**src/hw/rtl/fmpf_ram.sv**
```systemverilog
module fmpf_ram #(
   parameter int WIDTH  = 8,
   parameter int DEPTH  = 16,
   parameter int ADDR_W = $clog2(DEPTH)
) (
   input  logic              clock,
   input  logic              wr_en,
   input  logic [ADDR_W-1:0] wr_addr,
   input  logic [WIDTH-1:0]  wr_data,
   input  logic [ADDR_W-1:0] rd_addr,
   output logic [WIDTH-1:0]  rd_data
);

   logic [WIDTH-1:0] mem [DEPTH];
   logic [WIDTH-1:0] rd_data_ff;

   always_ff @(posedge clock) begin
      if (wr_en) begin
         mem[wr_addr] <= wr_data;
      end
      rd_data_ff <= mem[rd_addr];
   end

   assign rd_data = rd_data_ff;

endmodule

```
**config.mk**
```make
export PLATFORM = sky130hd
export DESIGN_NAME = fmpf_ram
export DESIGN_NICKNAME = d
export VERILOG_FILES = /design/src/hw/rtl/fmpf_ram.sv
export SDC_FILE = /design/constraint.sdc
export NUM_CORES = 1
export LEC_CHECK = 0
export ABC_AREA = 1
export BUFFER_PORTS_ARGS = -buffer_cell sky130_fd_sc_hd__buf_2
export CORE_UTILIZATION = 28
export CTS_CLUSTER_DIAMETER = 40
export DETAILED_ROUTE_END_ITERATION = 8
export GPL_ROUTABILITY_DRIVEN = 1
export PLACE_DENSITY = 0.44
export SYNTH_ARGS = -nofsm -noshare
export SYNTH_HDL_FRONTEND = slang
export SYNTH_SLANG_ARGS = --single-unit
export TNS_END_PERCENT = 20
```
**constraint.sdc**
```tcl
create_clock -name clock -period 2.1 [get_ports clock]
set_clock_uncertainty 0.2 [all_clocks]
set_input_delay 0.42 -clock clock [delete_from_list [all_inputs] [get_ports clock]]
set_output_delay 0.42 -clock clock [all_outputs]
set_load 0.02 [all_outputs]
```
Yosys cells after proc, flatten, opt, wreduce, memory -nomap -nowiden. Memories as Yosys holds them, arrays and structs flattened. A register that Yosys moved wholly into a read port is not among the register bits. Index checks and enable logic that the tools add are counted.

Bits in registers: 0. Memory bits (writable): 128. Input port bits: 18. Word-level logic and storage cells: 3. Memories: 1.

Mux-type cells: 2.

Memory list: mem (words 16, bits a word 8, rd ports 1, clocked after Yosys merged registers in 1, write ports 1, line 14) `logic [WIDTH-1:0] mem [DEPTH];`.

Operators with widths (number): 1-bit two-way mux (2).

Longest topological paths before layout.
Depth in word-level cells: 2. Depth in mapped cells: 8.

Worst setup path after synthesis. No wires, ideal clock.

Kind: input to register. From: input wr_addr[2]. To: memory mem[10][0] (enable). Setup time: 0.370 ns. Data arrival time: 1.001 ns. Path slack: 0.529 ns. Stages on the path: 2. Buffers on the path: 0. Cell sequence: nand3b_1 nor2_1.

RTL lines: from (decl) (line 8) `input logic [ADDR_W-1:0] wr_addr,`; to (decl) (line 14).

Straight into the memory's write port.

Worst setup path after layout.
From: register rd_data_ff[5] (netlist: rd_data[5]), read port of mem. To: output rd_data[5].

RTL lines: from (decl) (line 15) `logic [WIDTH-1:0] rd_data_ff;`; to (decl) (line 11) `output logic [WIDTH-1:0] rd_data`.

No word-level cell between the ends.

==> impl_metrics.env <==
export IMPL_status="finished, final reports clean"
export IMPL_worst_path_largest_cell_delay_ns=0.39
export IMPL_worst_setup_path_end_kind="primary output"
export IMPL_finalWeightedCongestion=0.779
export IMPL_clk_latency_ns=0.42
export IMPL_synthMuxAreaShare=0
export IMPL_rsz0062_at_grt="false"
export IMPL_syn_area_per_cell_um2=10.5
export IMPL_nNetsFinal=613
export IMPL_crit_path_end="rd_data[5]"
export IMPL_track_usage=0.152
export IMPL_num_vias=3800
export IMPL_cts_setup_buffers=0
export IMPL_regToRegStartpoint="mem[1][4]"
export IMPL_setup_violations=0
export IMPL_yosys_warnings=0
export IMPL_final_max_slew_violation_count=0
export IMPL_clockPowerShare=0.446
export IMPL_drc_errors=0
export IMPL_critPathBufInv=1
export IMPL_grt_overflow_total=0
export IMPL_synth_area_top_cells="edfxtp_1 67%, nand2_1 11%, nand3_1 8.4%"
export IMPL_cts_root_buf="clkbuf_16"
export IMPL_synth_nets=569
export IMPL_synth_fa_ha_area_frac=0
export IMPL_diodes=0
export IMPL_drt_vias_per_instance=4.33
export IMPL_die_x_um=146
export IMPL_wl_per_cell_um=16.7
export IMPL_grt_pass1_vias=3768
export IMPL_dp_hpwl_um=9010
export IMPL_maxCapViolations=0
export IMPL_crit_fanout=1
export IMPL_wl_met3_um=523
export IMPL_power_frac_comb=0.066
export IMPL_switchingPower_mw=1.37
export IMPL_initial_core_util=0.285
export IMPL_area_delta_synth_final_pct=18.6
export IMPL_p_per_area_nw_per_um2=914
export IMPL_synth_top_family_by_area="simple AND/OR/NAND/NOR gates"
export IMPL_final_cells=877
export IMPL_io_buffers=25
export IMPL_r2r_setup_slack_ns=0.83
export IMPL_intPower_mw=4.88
export IMPL_reg2regPathDepth=6
export IMPL_drive_gt1_frac=0.125
export IMPL_hold_ws_ns=0.167
export IMPL_postCtsHoldBufs=0
export IMPL_crit_slowest_cell="dfxtp_1"
export IMPL_synth_cell_types=12
export IMPL_synth_compound_area_frac=0
export IMPL_synth_xor_area_frac=0
export IMPL_grt_pass1_wl_um=23100
export IMPL_syn_area_um2=5770
export IMPL_drt_met1_wl_um=7050
export IMPL_critPathRequiredTime_ns=1.48
export IMPL_grt_max_degree=65
export IMPL_fin_setup_tns_ns=0
export IMPL_wl_met2_um=6830
export IMPL_synthSimpleGateAreaFrac=0.210
export IMPL_htreeDepth=4
export IMPL_dp_cells=846
export IMPL_sw_frac_of_total=0.220
export IMPL_die_y_um=146
export IMPL_ios=26
export IMPL_ys_ff_latch=136
export IMPL_maxSlewHeadroom=0.702
export IMPL_timing_rr_end="rd_data[4]"
export IMPL_yosys_area_top_type="edfxtp_1"
export IMPL_pwr_share_seq=0.489
export IMPL_seq_area_frac_synth=0.694
export IMPL_period_share=0.772
export IMPL_critPathLaunch="rd_data[5]"
export IMPL_clkTransAtPathRegs_ns=0.06
export IMPL_finalHoldViolations=0
export IMPL_max_freq_ghz=0.617
export IMPL_fin_util=0.338
export IMPL_die_area_um2=21200
export IMPL_worstPathArrival_ns=1.00
export IMPL_drt_antenna_violating_nets=0
export IMPL_firstDrtPassIters=5
export IMPL_startpoint_type="flop"
export IMPL_cts_sinks=136
export IMPL_clock_path_buffers=2
export IMPL_top_layer="met4"
export IMPL_vdd_drop_max_uv=455
export IMPL_fin_crit_ns=1.62
export IMPL_design_power_total_mw=6.25
export IMPL_numCtsBuffers=17
export IMPL_cts_tree="yes"
export IMPL_cp_cell_sequence="buf_2"
export IMPL_crit_cells=1
export IMPL_rows=52
export IMPL_crit_type="reg -> out"
export IMPL_yosysTopAreaCellShare=0.667
export IMPL_worst_slew_pin_slew_ns=0.447
export IMPL_postCtsResizedCells=0
export IMPL_p_leak_nw=2.92
export IMPL_min_path_type="in -> reg"
export IMPL_wirelength_um=14600
export IMPL_drtIter0Drc=303
export IMPL_antenna_found_initial=0
export IMPL_core_area_um2=20200
export IMPL_crit_family="flip-flops"
export IMPL_syn_inst=551
cells in the mapped netlist (all sizes together):
master and n:
nand2 173, edfxtp 128, inv 102, nand3 97
buf 24, nor2 17, dfxtp 8, nand3b 2
sequential cells by signal (all words and copies together), names as in the netlist:
name and flops:
mem 128, rd_data 8
through the flow:
stage	worst slack [ns]	area, um2
finish	0.479	6840
global route	0.470	6840
CTS	0.450	6840
detailed placement	0.300	6290
global placement	0.306	6290
floorplan	0.529	5770
power by group through the flow:
stage	clock (mW)	combinational, mW	sequential, mW
floorplan	0	0.214	3.13
global placement	0	0.416	3.11
detailed placement	0	0.418	3.11
CTS	2.85	0.419	3.06
global route	2.96	0.459	3.06
finish	2.79	0.410	3.06
metal layers:
layer  GRT usage  vias up
li1            -     1861
met1       0.206     1845
met2       0.239       81
met3      0.0326       13
met4      0.0532        0
met5           0        -
cell type report:
cell class,count,area [um2]
Sequential cell,136,4000
Timing Repair Buffer,49,355
Inverter,102,383
Multi-Input combinational cell,289,1210
Tap cell,270,338
Fill cell,2019,13400
Clock buffer,21,440
Clock inverter,10,105
cell families (layout without fill, tap and decap cells):
logic type / count (synthesis) / in the layout
buffers and inverters: 126 / 182
DFF: 136 / 136
and+or+nand+nor: 289 / 289
cell usage in the layout, fill, tap and decap left out:
| cell type | netlist | layout |
|---|---|---|
| clkbuf_1 | 0 | 4 |
| buf_4 | 4 | 20 |
| nand3_1 | 97 | 97 |
| inv_2 | 2 | 2 |
| nand3b_1 | 2 | 2 |
| bufinv_16 | 0 | 2 |
| buf_12 | 0 | 4 |
| nor2_1 | 17 | 17 |
| clkinv_1 | 0 | 2 |
| nand2_1 | 173 | 173 |
| buf_2 | 13 | 25 |
| clkinv_2 | 0 | 3 |
| clkinvlp_4 | 0 | 3 |
| clkbuf_16 | 0 | 17 |
| dfxtp_1 | 8 | 8 |
| edfxtp_1 | 128 | 128 |
| inv_1 | 100 | 100 |
worst min path at each step:
stage	startpoint	depth (start not counted)	to	slack (ns)
6_report	rd_addr[3]	3	rd_data[0]	0.17
5_1_grt	rd_addr[3]	3	rd_data[6]	0.17
4_1_cts	rd_addr[3]	3	rd_data[0]	0.14
3_5_place_dp	mem[10][6]	6	rd_data[6]	0.47
3_3_place_gp	mem[1][5]	6	rd_data[5]	0.47
2_1_floorplan	wr_data[0]	0	mem[0][0]	0.32
(Power assumes the default switching activity.)
