### src/hw/rtl/fmpf_pkg.sv
package fmpf_pkg;

   // Table depth and the widths that follow from it.
   localparam int RULE_DEPTH = 256;
   localparam int IDX_W      = $clog2(RULE_DEPTH);
   localparam int CNT_W      = IDX_W + 1;

   // Request kinds.
   localparam logic [1:0] KIND_CHECK  = 2'd0;
   localparam logic [1:0] KIND_ADD    = 2'd1;
   localparam logic [1:0] KIND_REMOVE = 2'd2;

   // Response status codes.
   localparam logic [1:0] STATUS_OK       = 2'd0;
   localparam logic [1:0] STATUS_FULL     = 2'd1;
   localparam logic [1:0] STATUS_NOTFOUND = 2'd2;

   // Wildcard and default codes of the rule class.
   localparam logic [1:0] PROTO_WILD = 2'd0;
   localparam logic [1:0] BOOT_PROTO = 2'd1;
   localparam logic [1:0] DIR_IN     = 2'd0;
   localparam logic [1:0] DIR_WILD   = 2'd2;

   localparam logic [15:0] BOOT_PORTS [4] = '{16'd22, 16'd80, 16'd443, 16'd8080};

   // One table entry. For a latched request the ident field carries the target id.
   typedef struct packed {
      logic [31:0] ident;
      logic [31:0] src;
      logic [31:0] dst;
      logic [15:0] sport;
      logic [15:0] dport;
      logic        action;
      logic [1:0]  proto;
      logic [1:0]  dir;
   } rule_type;

   localparam int RULE_W = $bits(rule_type);

   // Outcome of comparing one stored rule with the latched request.
   typedef struct packed {
      logic hit;
      logic deny;
      logic id_hit;
   } match_type;

   // Contents of the four rules that reset loads.
   function automatic rule_type default_rule(input logic [1:0] idx);
      rule_type r;
      r       = '0;
      r.ident = 32'(idx) + 32'd1;
      r.proto = BOOT_PROTO;
      r.dir   = DIR_IN;
      r.dport = BOOT_PORTS[idx];
      return r;
   endfunction

endpackage

### src/hw/rtl/fmpf_match.sv
module fmpf_match (
   input  fmpf_pkg::rule_type  rule,
   input  fmpf_pkg::rule_type  pkt,
   output fmpf_pkg::match_type result
);
   import fmpf_pkg::*;

   logic proto_ok;
   logic dir_ok;
   logic addr_ok;
   logic port_ok;

   // Zero fields in a rule are wildcards; direction uses its own wildcard code.
   always_comb begin
      proto_ok = (rule.proto == PROTO_WILD) || (rule.proto == pkt.proto);
      dir_ok   = (rule.dir == DIR_WILD) || (rule.dir == pkt.dir);
      addr_ok  = ((rule.src == '0) || (rule.src == pkt.src)) &&
                 ((rule.dst == '0) || (rule.dst == pkt.dst));
      port_ok  = ((rule.sport == '0) || (rule.sport == pkt.sport)) &&
                 ((rule.dport == '0) || (rule.dport == pkt.dport));
      result.hit    = proto_ok && dir_ok && addr_ok && port_ok;
      result.deny   = rule.action;
      result.id_hit = (rule.ident == pkt.ident);
   end

endmodule

### config.mk
export PLATFORM = sky130hd
export DESIGN_NAME = fmpf_match
export DESIGN_NICKNAME = d
export VERILOG_FILES = /design/src/hw/rtl/fmpf_pkg.sv /design/src/hw/rtl/fmpf_match.sv
export SDC_FILE = /design/constraint.sdc
export NUM_CORES = 1
export LEC_CHECK = 0
export BUFFER_PORTS_ARGS = -buffer_cell sky130_fd_sc_hd__buf_2
export CORE_AREA = 2 2 103 105
export DETAILED_ROUTE_END_ITERATION = 8
export DIE_AREA = 0 0 105 107
export GPL_ROUTABILITY_DRIVEN = 1
export PLACE_DENSITY = 0.49
export SYNTH_ARGS = -nofsm -noshare
export SYNTH_HDL_FRONTEND = slang
export SYNTH_SLANG_ARGS = --single-unit
### constraint.sdc
create_clock -name vclk -period 1.7
set_input_delay 0.34 -clock vclk [all_inputs]
set_output_delay 0.34 -clock vclk [all_outputs]
set_load 0.05 [all_outputs]
# ---- Word-level counts from Yosys, hierarchy flattened
# Cells that the tools add are included.
dict set report word_totals {
  ramBits 0
  mem_bits_ro 0
  latch_bits 0
  ff_bits 0
  n_memories 0
  out_inout_bits 3
}
dict set report op_classes {
  mul 0
  muxes 0
  shift 0
  div_mod_pow 0
  n_addsub 0
  n_reduce_logical 16
  eq_ne 8
  bitwise_logic 0
  order_cmp 0
}
# operator count
set op_table {}
lappend op_table {{32-bit == test} 3}
lappend op_table {{32-bit logical NOT} 2}
lappend op_table {{16-bit == test} 2}
lappend op_table {{16-bit logical NOT} 2}
lappend op_table {{1-bit logical OR} 6}
lappend op_table {{1-bit logical AND} 5}
lappend op_table {{2-bit == test} 2}
lappend op_table {{2-bit == test (second input constant)} 1}
lappend op_table {{2-bit logical NOT} 1}

# ---- Depth between registers and ports, before layout
# Gate-level depths: netlist (run 1).
dict set report depth {
  word_depth 5
  depth_mapped 5
}

# ---- Worst setup path after synthesis (run 1)
# No wires, ideal clock.
dict set report synth_path {
  path_kind {in2out}
  start {input port rule[34] in the netlist's numbering}
  end {output port result[2] in the netlist's numbering}
  path_stages 5
  path_buffers 0
  arrival_ns 1.555
  t_required_ns 1.360
  slack_ns -0.195
  path_cell_list {xor2_1 -> nor4_1 -> nand4_1 -> a211oi_1 -> and4_1}
}
# element line
set synth_rtl {}
lappend synth_rtl {{start: declaration} fmpf_match.sv:2} ;# input fmpf_pkg::rule_type rule,
lappend synth_rtl {{end: declaration} fmpf_match.sv:4} ;# output fmpf_pkg::match_type result

==> impl_metrics.env, run 1 <==
export IMPL_seqPwrFrac_pct=0
export IMPL_synth_area_um2=1660
export IMPL_clkPwrFrac_pct=0
export IMPL_finalSetupViolCount=1
export IMPL_layout_setup_ws_ns=-0.355
export IMPL_yosys_area_share_simple_pct=27.4
export IMPL_muxShareOfSynthArea_pct=0
export IMPL_final_common_cell="buf_2"
export IMPL_final_cell_mix="buf_2, xor2_1, nor4_1, buf_4, nand4_1"
export IMPL_avgSynthCellArea_um2=7.70
export IMPL_synth_top_family_by_area="XOR/XNOR gates"
export IMPL_path_max_fanout=2
export IMPL_synth_compound_area_share_pct=3.48
export IMPL_top_layer="met4"
export IMPL_relSlewSlack_pct=73.4
export IMPL_synth_fa_ha_area_share_pct=0
export IMPL_vias=2764
export IMPL_status="complete, but fails checks"
export IMPL_worst_hold_path_type="primary input to primary output"
export IMPL_hold_buffers=0
export IMPL_met3_wirelength_um=611
export IMPL_p_leak_uw=0.00185
export IMPL_wl_per_cell_um=12.7
export IMPL_worst_pin_slew_ns=0.395
export IMPL_whs_path_depth=0
export IMPL_dr_pass1_iters=4
export IMPL_switching_share_pct=43.4
export IMPL_die_y_um=107
export IMPL_syn_num_nets=481
export IMPL_drv_slew=0
export IMPL_power_density_nw_per_um2=210
export IMPL_initial_utilization_pct=16.4
export IMPL_worstHoldStart="rule[4]"
export IMPL_coreArea_um2=10100
export IMPL_failed_checks="setup timing"
export IMPL_cts_setup_buffers=0
export IMPL_worstSetupStartpointType="primary input"
export IMPL_syn_instance_count=215
export IMPL_wl_met1_mm=2.95
export IMPL_maxCapViolCount=0
export IMPL_drtIter0Drc=89
export IMPL_grt_max_degree=3
export IMPL_synth_xor_area_share_pct=67.7
export IMPL_pwr_share_comb_pct=100.0
export IMPL_fillers=1122
export IMPL_drive_above_1_share_pct=60.9
export IMPL_grt_pass1_wl_mm=12.2
export IMPL_hold_slack_ns=0.680
export IMPL_finalCritPeriodShare_pct=121
export IMPL_dp_hpwl_mm=7.70
export IMPL_critPathKind="primary input to primary output"
export IMPL_num_rows=37
export IMPL_die_w_um=105
export IMPL_vias_per_cell=4.27
export IMPL_grt_use_total_pct=13.0
export IMPL_rsz0062_at_grt="true"
export IMPL_antenna_found_initial=0
export IMPL_ir_drop_mv=0.0854
export IMPL_yosys_cell_types_count=14
export IMPL_drc=0
export IMPL_nNetsFinal=780
export IMPL_multi_input_area_um2=1720
export IMPL_seq_cell_count=0
export IMPL_synth_warnings=0
export IMPL_endpoint_kind="primary output"
export IMPL_fin_setup_tns_ns=-0.355
export IMPL_wl_met2_mm=4.62
export IMPL_p_sw_uw=322
export IMPL_fin_crit_ns=2.06
export IMPL_port_buffers=266
export IMPL_holdPathEnd="result[1]"
export IMPL_worstPathRequired_ns=1.36
export IMPL_wirelength_mm=8.26
export IMPL_routabilityCongestion=0.824
export IMPL_hold_violations=0
export IMPL_critPathLaunch="rule[64]"
export IMPL_intPower_uw=420
export IMPL_grt_overflow=0
export IMPL_fmax_mhz=487
export IMPL_drtAntennaViolNets=0
export IMPL_grt_pass1_vias=2822
export IMPL_seq_area_frac_synth_pct=0
export IMPL_cp_arrival_ns=1.72
export IMPL_io_pins=269
export IMPL_antenna_cells=0
export IMPL_syn_to_final_growth_pct=113
export IMPL_die_area_um2=11200
export IMPL_nClkBuffers=0
export IMPL_regArea_um2=0
==> layer usage <==
layer / track usage, % / vias to the layer above
met5: 0 / -
met4: 1.24 / 0
met3: 1.46 / 6
met2: 27.8 / 145
met1: 13.8 / 1223
li1: - / 1390
==> Yosys cell counts <==
cell	number	share of area (%)
a211oi_1	1	0.45
a21oi_1	1	0.30
a22o_1	1	0.53
and4_1	1	0.53
buf_4	1	0.45
inv_1	4	0.91
nand2_1	1	0.23
nand4_1	14	5.3
nor2_1	1	0.23
nor4_1	56	21
o21ai_0	3	0.91
o22ai_1	2	0.76
o2bb2ai_1	1	0.53
xor2_1	128	68
==> power groups by stage <==
| stage | logic [µW] | registers [µW] | clock network, µW |
|---|---|---|---|
| detailed placement | 714 | 0 | 0 |
| floorplan | 237 | 0 | 0 |
| global placement | 707 | 0 | 0 |
| CTS | 735 | 0 | 0 |
| global route | 816 | 0 | 0 |
| finish | 742 | 0 | 0 |
==> final cells by class <==
| type | count | share of cell area, % |
|---|---|---|
| inverters | 4 | 0.426 |
| multi-input cells | 210 | 48.8 |
| well taps | 136 | 4.82 |
| repair buffers | 298 | 45.9 |
==> worst max-delay path: stages <==
cell and delay, ns:
buf_2 0.11, xor2_1 0.15, nor4_1 0.28, buf_4 0.17, nand4_1 0.12, o22ai_2 0.16, and4_4 0.24, buf_8 0.14
==> stage by stage <==
stage	util (%)	power (µW)	area, µm²	setup slack [ns]	cells
after global routing	34.9	816	3530	-0.468	648
after CTS	34.6	735	3490	-0.381	648
after detailed placement	33.6	714	3390	-0.594	648
final	34.9	742	3530	-0.355	648
after floorplan	-	237	1660	-0.0986	215
after global placement	33.6	707	3390	-0.551	648
==> cells by family after synthesis <==
logic type,after synthesis
xor gates and xnor gates,128
buffers and inverters,5
and+or+nand+nor,73
AOI/OAI and AO/OA,9
==> timing repair <==
item	4_1_cts	5_1_grt
gates resized for setup	20	5
pin swaps	10	2
setup endpoints to repair	2	2
==> worst max path at each step <==
stage | to | depth (start not counted)
after floorplan | result[2] | 5
after global placement | result[2] | 8
after detailed placement | result[2] | 8
after CTS | result[2] | 8
after global routing | result[2] | 8
final | result[2] | 8
No activity file was read; power rests on OpenSTA's default activity.
==> inputs of run 2 (changes only) <==
==> constraint.sdc (replaced) <==
create_clock -name vclk -period 1.7
set_input_delay 0.34 -clock vclk [all_inputs]
set_output_delay 0.34 -clock vclk [all_outputs]
set_load 0.1 [all_outputs]
==> impl_metrics.env, run 2 (same netlist as run 1, synthesis figures left out) <==
export IMPL_worstPathRequired_ns=1.36
export IMPL_drc=0
export IMPL_worstSetupStartpointType="primary input"
export IMPL_place_area_um2=3380
export IMPL_maxCapViolCount=0
export IMPL_fillers=1128
export IMPL_dp_hpwl_mm=8.24
export IMPL_path_max_fanout=1
export IMPL_worst_pin_slew_ns=0.374
export IMPL_grt_pass1_vias=2797
export IMPL_seq_cell_count=0
export IMPL_routabilityCongestion=0.851
export IMPL_regArea_um2=0
export IMPL_fin_area_um2=3490
export IMPL_wl_per_cell_um=13.7
export IMPL_die_w_um=105
export IMPL_endpoint_kind="primary output"
export IMPL_layout_setup_ws_ns=-0.404
export IMPL_rsz0062_at_grt="true"
export IMPL_cts_setup_buffers=0
export IMPL_hold_slack_ns=0.680
export IMPL_num_rows=37
export IMPL_relSlewSlack_pct=74.8
export IMPL_status="complete, but fails checks"
export IMPL_initial_utilization_pct=16.4
export IMPL_coreArea_um2=10100
export IMPL_antenna_found_initial=0
export IMPL_p_leak_uw=0.00182
export IMPL_final_common_cell="buf_2"
export IMPL_drtIter0Drc=61
export IMPL_drv_slew=0
export IMPL_cp_arrival_ns=1.76
export IMPL_power_density_nw_per_um2=211
export IMPL_port_buffers=266
export IMPL_ir_drop_mv=0.0731
export IMPL_vias_per_cell=4.21
export IMPL_hold_buffers=0
export IMPL_grt_overflow=0
export IMPL_vias=2700
export IMPL_die_area_um2=11200
export IMPL_critPathKind="primary input to primary output"
export IMPL_fin_util_pct=34.6
export IMPL_instances_no_fill=641
export IMPL_drtAntennaViolNets=0
export IMPL_grt_pass1_wl_mm=12.9
export IMPL_die_y_um=107
export IMPL_wirelength_mm=8.80
export IMPL_dr_pass1_iters=4
export IMPL_fmax_mhz=475
export IMPL_hold_violations=0
export IMPL_grt_use_total_pct=14.0
export IMPL_nNetsFinal=773
export IMPL_antenna_cells=0
export IMPL_fin_crit_ns=2.10
export IMPL_finalCritPeriodShare_pct=124
export IMPL_final_cell_mix="buf_2, xor2_1, nor4_1, buf_4, nand4_1"
export IMPL_syn_to_final_growth_pct=111
export IMPL_nClkBuffers=0
export IMPL_finalSetupViolCount=2
export IMPL_io_pins=269
export IMPL_grt_max_degree=3
export IMPL_dp_cells=642
export IMPL_failed_checks="setup timing"
export IMPL_worst_hold_path_type="primary input to primary output"
export IMPL_drive_above_1_share_pct=60.6
==> run 2: changes by cell type in the layout (fill, tap and decap cells not counted), sizes merged <==
cell  before  now
buf      298  291
==> run 2: repair_timing <==
| action | in CTS | in global routing |
|---|---|---|
| endpoints found under the setup margin | 2 | 2 |
| resized for setup | 14 | 5 |
| pin swaps | 9 | 3 |
==> run 2: layout make-up <==
type / instances / area, µm² / area share, %
inverter: 4 / 15.0 / 0.430
multi-input combinational: 210 / 1720 / 49.3
timing repair buffer: 291 / 1590 / 45.4
tap: 136 / 170 / 4.87
==> run 2: report_power, final <==
| part | switching [µW] | internal, µW | leakage [µW] |
|---|---|---|---|
| Combinational | 326 | 412 | 0.00182 |
| Sequential | 0 | 0 | 0 |
| Clock | 0 | 0 | 0 |
| Total | 326 | 412 | 0.00182 |
==> run 2: worst paths after layout <==
kind | depth (start not counted) | from | to | slack (ns)
worst max-delay path | 8 | pkt[37] | result[2] | -0.40
worst min-delay path | 0 | rule[4] | result[1] | 0.68
==> run 2: worst max-delay path: stages <==
cell     delay [ns]
buf_6          0.09
xor2_1         0.14
nor4_1         0.28
buf_4          0.17
nand4_1        0.10
o22ai_2        0.19
and4_4         0.27
buf_12         0.17
==> run 2: stage by stage <==
| step | setup TNS, ns | setup WS (ns) | power (µW) |
|---|---|---|---|
| after detailed placement | -0.825 | -0.646 | 708 |
| after global placement | -0.820 | -0.648 | 700 |
| final | -0.505 | -0.404 | 738 |
| after floorplan | -0.198 | -0.132 | 242 |
| after CTS | -0.527 | -0.417 | 731 |
| after global routing | -0.679 | -0.510 | 813 |
==> run 2: layer usage <==
| metal | up-vias | global-route usage [%] | share of wire, % |
|---|---|---|---|
| met1 | 1191 | 17.6 | 42 |
| met2 | 119 | 26.6 | 51 |
| met4 | 0 | 1.62 | 1.3 |
| li1 | 1380 | - | - |
| met3 | 10 | 1.22 | 5.0 |
| met5 | - | 0 | 0 |
==> inputs of run 3 (changes only) <==
--- a/config.mk
+++ b/config.mk
@@ -10,6 +10,7 @@
 export DETAILED_ROUTE_END_ITERATION = 8
 export DIE_AREA = 0 0 105 107
 export GPL_ROUTABILITY_DRIVEN = 1
+export MAX_ROUTING_LAYER = met4
 export PLACE_DENSITY = 0.49
 export SYNTH_ARGS = -nofsm -noshare
 export SYNTH_HDL_FRONTEND = slang
==> constraint.sdc (replaced) <==
create_clock -name vclk -period 1.7
set_input_delay 0.34 -clock vclk [all_inputs]
set_output_delay 0.34 -clock vclk [all_outputs]
set_load 0.02 [all_outputs]
==> impl_metrics.env, run 3 (same netlist as run 1, synthesis figures left out) <==
export IMPL_fin_crit_ns=2.00
export IMPL_met2_usage_pct=27.4
export IMPL_vias=2757
export IMPL_initial_utilization_pct=16.4
export IMPL_drc=0
export IMPL_dr_pass1_iters=4
export IMPL_fin_area_um2=3550
export IMPL_fmax_mhz=501
export IMPL_grt_overflow=0
export IMPL_pre_cts_ws_ns=-0.456
export IMPL_path_max_fanout=1
export IMPL_hold_violations=0
export IMPL_num_rows=37
export IMPL_regArea_um2=0
export IMPL_worstSetupStartpointType="primary input"
export IMPL_nNetsFinal=780
export IMPL_grt_pass1_vias=2853
export IMPL_finalCritPeriodShare_pct=117
export IMPL_rsz0062_at_grt="true"
export IMPL_ir_drop_mv=0.0870
export IMPL_drtIter0Drc=122
export IMPL_grt_met1_usage_pct=12.6
export IMPL_seq_cell_count=0
export IMPL_drive_above_1_share_pct=60.4
export IMPL_crit_chain="buf_6, xor2_1, nor4_1, buf_4, nand4_1, o22ai_2, and4_1, buf_6"
export IMPL_drtAntennaViolNets=0
export IMPL_failed_checks="setup timing"
export IMPL_dp_hpwl_mm=7.72
export IMPL_syn_to_final_growth_pct=114
export IMPL_met3_usage_pct=1.22
export IMPL_power_total_uw=752
export IMPL_drv_slew=0
export IMPL_die_area_um2=11200
export IMPL_place_area_um2=3390
export IMPL_finalSetupViolCount=1
export IMPL_cp_arrival_ns=1.66
export IMPL_multi_input_area_um2=1710
export IMPL_p_leak_uw=0.00186
export IMPL_grt_busiest_layer="met2"
export IMPL_grt_max_degree=3
export IMPL_status="complete, but fails checks"
export IMPL_layout_setup_ws_ns=-0.297
export IMPL_grt_pass1_wl_mm=11.9
export IMPL_port_buffers=266
export IMPL_slowest_delay_ns=0.29
export IMPL_instances_no_fill=648
export IMPL_worstPathRequired_ns=1.36
export IMPL_cts_setup_buffers=0
export IMPL_final_cell_mix="buf_2, xor2_1, nor4_1, buf_4, nand4_1"
export IMPL_wirelength_mm=8.36
export IMPL_antenna_cells=0
export IMPL_whs_path_depth=0
export IMPL_dp_cells=648
export IMPL_critPathKind="primary input to primary output"
export IMPL_vias_per_cell=4.25
export IMPL_worst_pin_slew_ns=0.396
export IMPL_crit_path_top_delay_cell="nor4_1"
export IMPL_final_common_cell="buf_2"
export IMPL_routabilityCongestion=0.860
export IMPL_maxCapViolCount=0
export IMPL_grt_use_total_pct=13.0
export IMPL_die_y_um=107
export IMPL_antenna_found_initial=0
export IMPL_io_pins=269
export IMPL_relSlewSlack_pct=73.6
export IMPL_power_density_nw_per_um2=212
export IMPL_fillers=1087
export IMPL_die_w_um=105
export IMPL_wl_per_cell_um=12.9
export IMPL_endpoint_kind="primary output"
export IMPL_crit_path_frequent_cell="buf_6"
export IMPL_coreArea_um2=10100
export IMPL_worst_hold_path_type="primary input to primary output"
export IMPL_nClkBuffers=0
export IMPL_fin_util_pct=35.2
==> run 3: cell count changes in the layout (fill, tap and decap cells not counted) <==
cell,change
buf_4,+8
nor4_1,+2
buf_6,+7
nor2_4,-1
nor4_4,+1
and4_1,+1
buf_12,-2
nor4_2,-3
and4_4,-1
buf_2,-6
nor2_1,+1
==> run 3: through the flow <==
stage	setup TNS (ns)	hold WS, ns
final	-0.297	0.680
after global routing	-0.387	0.680
after CTS	-0.304	0.680
after detailed placement	-0.456	0.680
after global placement	-0.461	0.680
after floorplan	0	0.793
==> run 3: final cells by class <==
type                       instances  share of cell area [%]
timing repair buffer             298                    46.6
inverter                           4                   0.423
multi-input combinational        210                    48.1
tap                              136                    4.79
==> run 3: final timing paths <==
kind	from	end
setup / recovery	pkt[92]	result[2]
hold / removal	rule[4]	result[1]
==> run 3: what timing repair did <==
item | in CTS | in global routing
resized for setup | 14 | 13
pin swaps | 14 | 12
hold buffers | 0 | 0
cloned | 0 | 0
setup endpoints to repair | 1 | 2
==> run 3: critical path, delay by kind of cell <==
kind,cells,cell delay (ns)
buffers and inverters,3,0.39
AOI/OAI and AO/OA,1,0.17
and+or+nand+nor,3,0.61
xor gates and xnor gates,1,0.15
==> run 3: layer usage <==
metal / wire [µm] / vias to the layer above
li1: - / 1395
met1: 2930 / 1189
met2: 4660 / 155
met3: 563 / 18
met4: 200 / 0
met5: 0 / -
==> run 3: report_power, final <==
part	switching, µW	internal [µW]
Sequential	0	0
Combinational	323	430
Clock	0	0
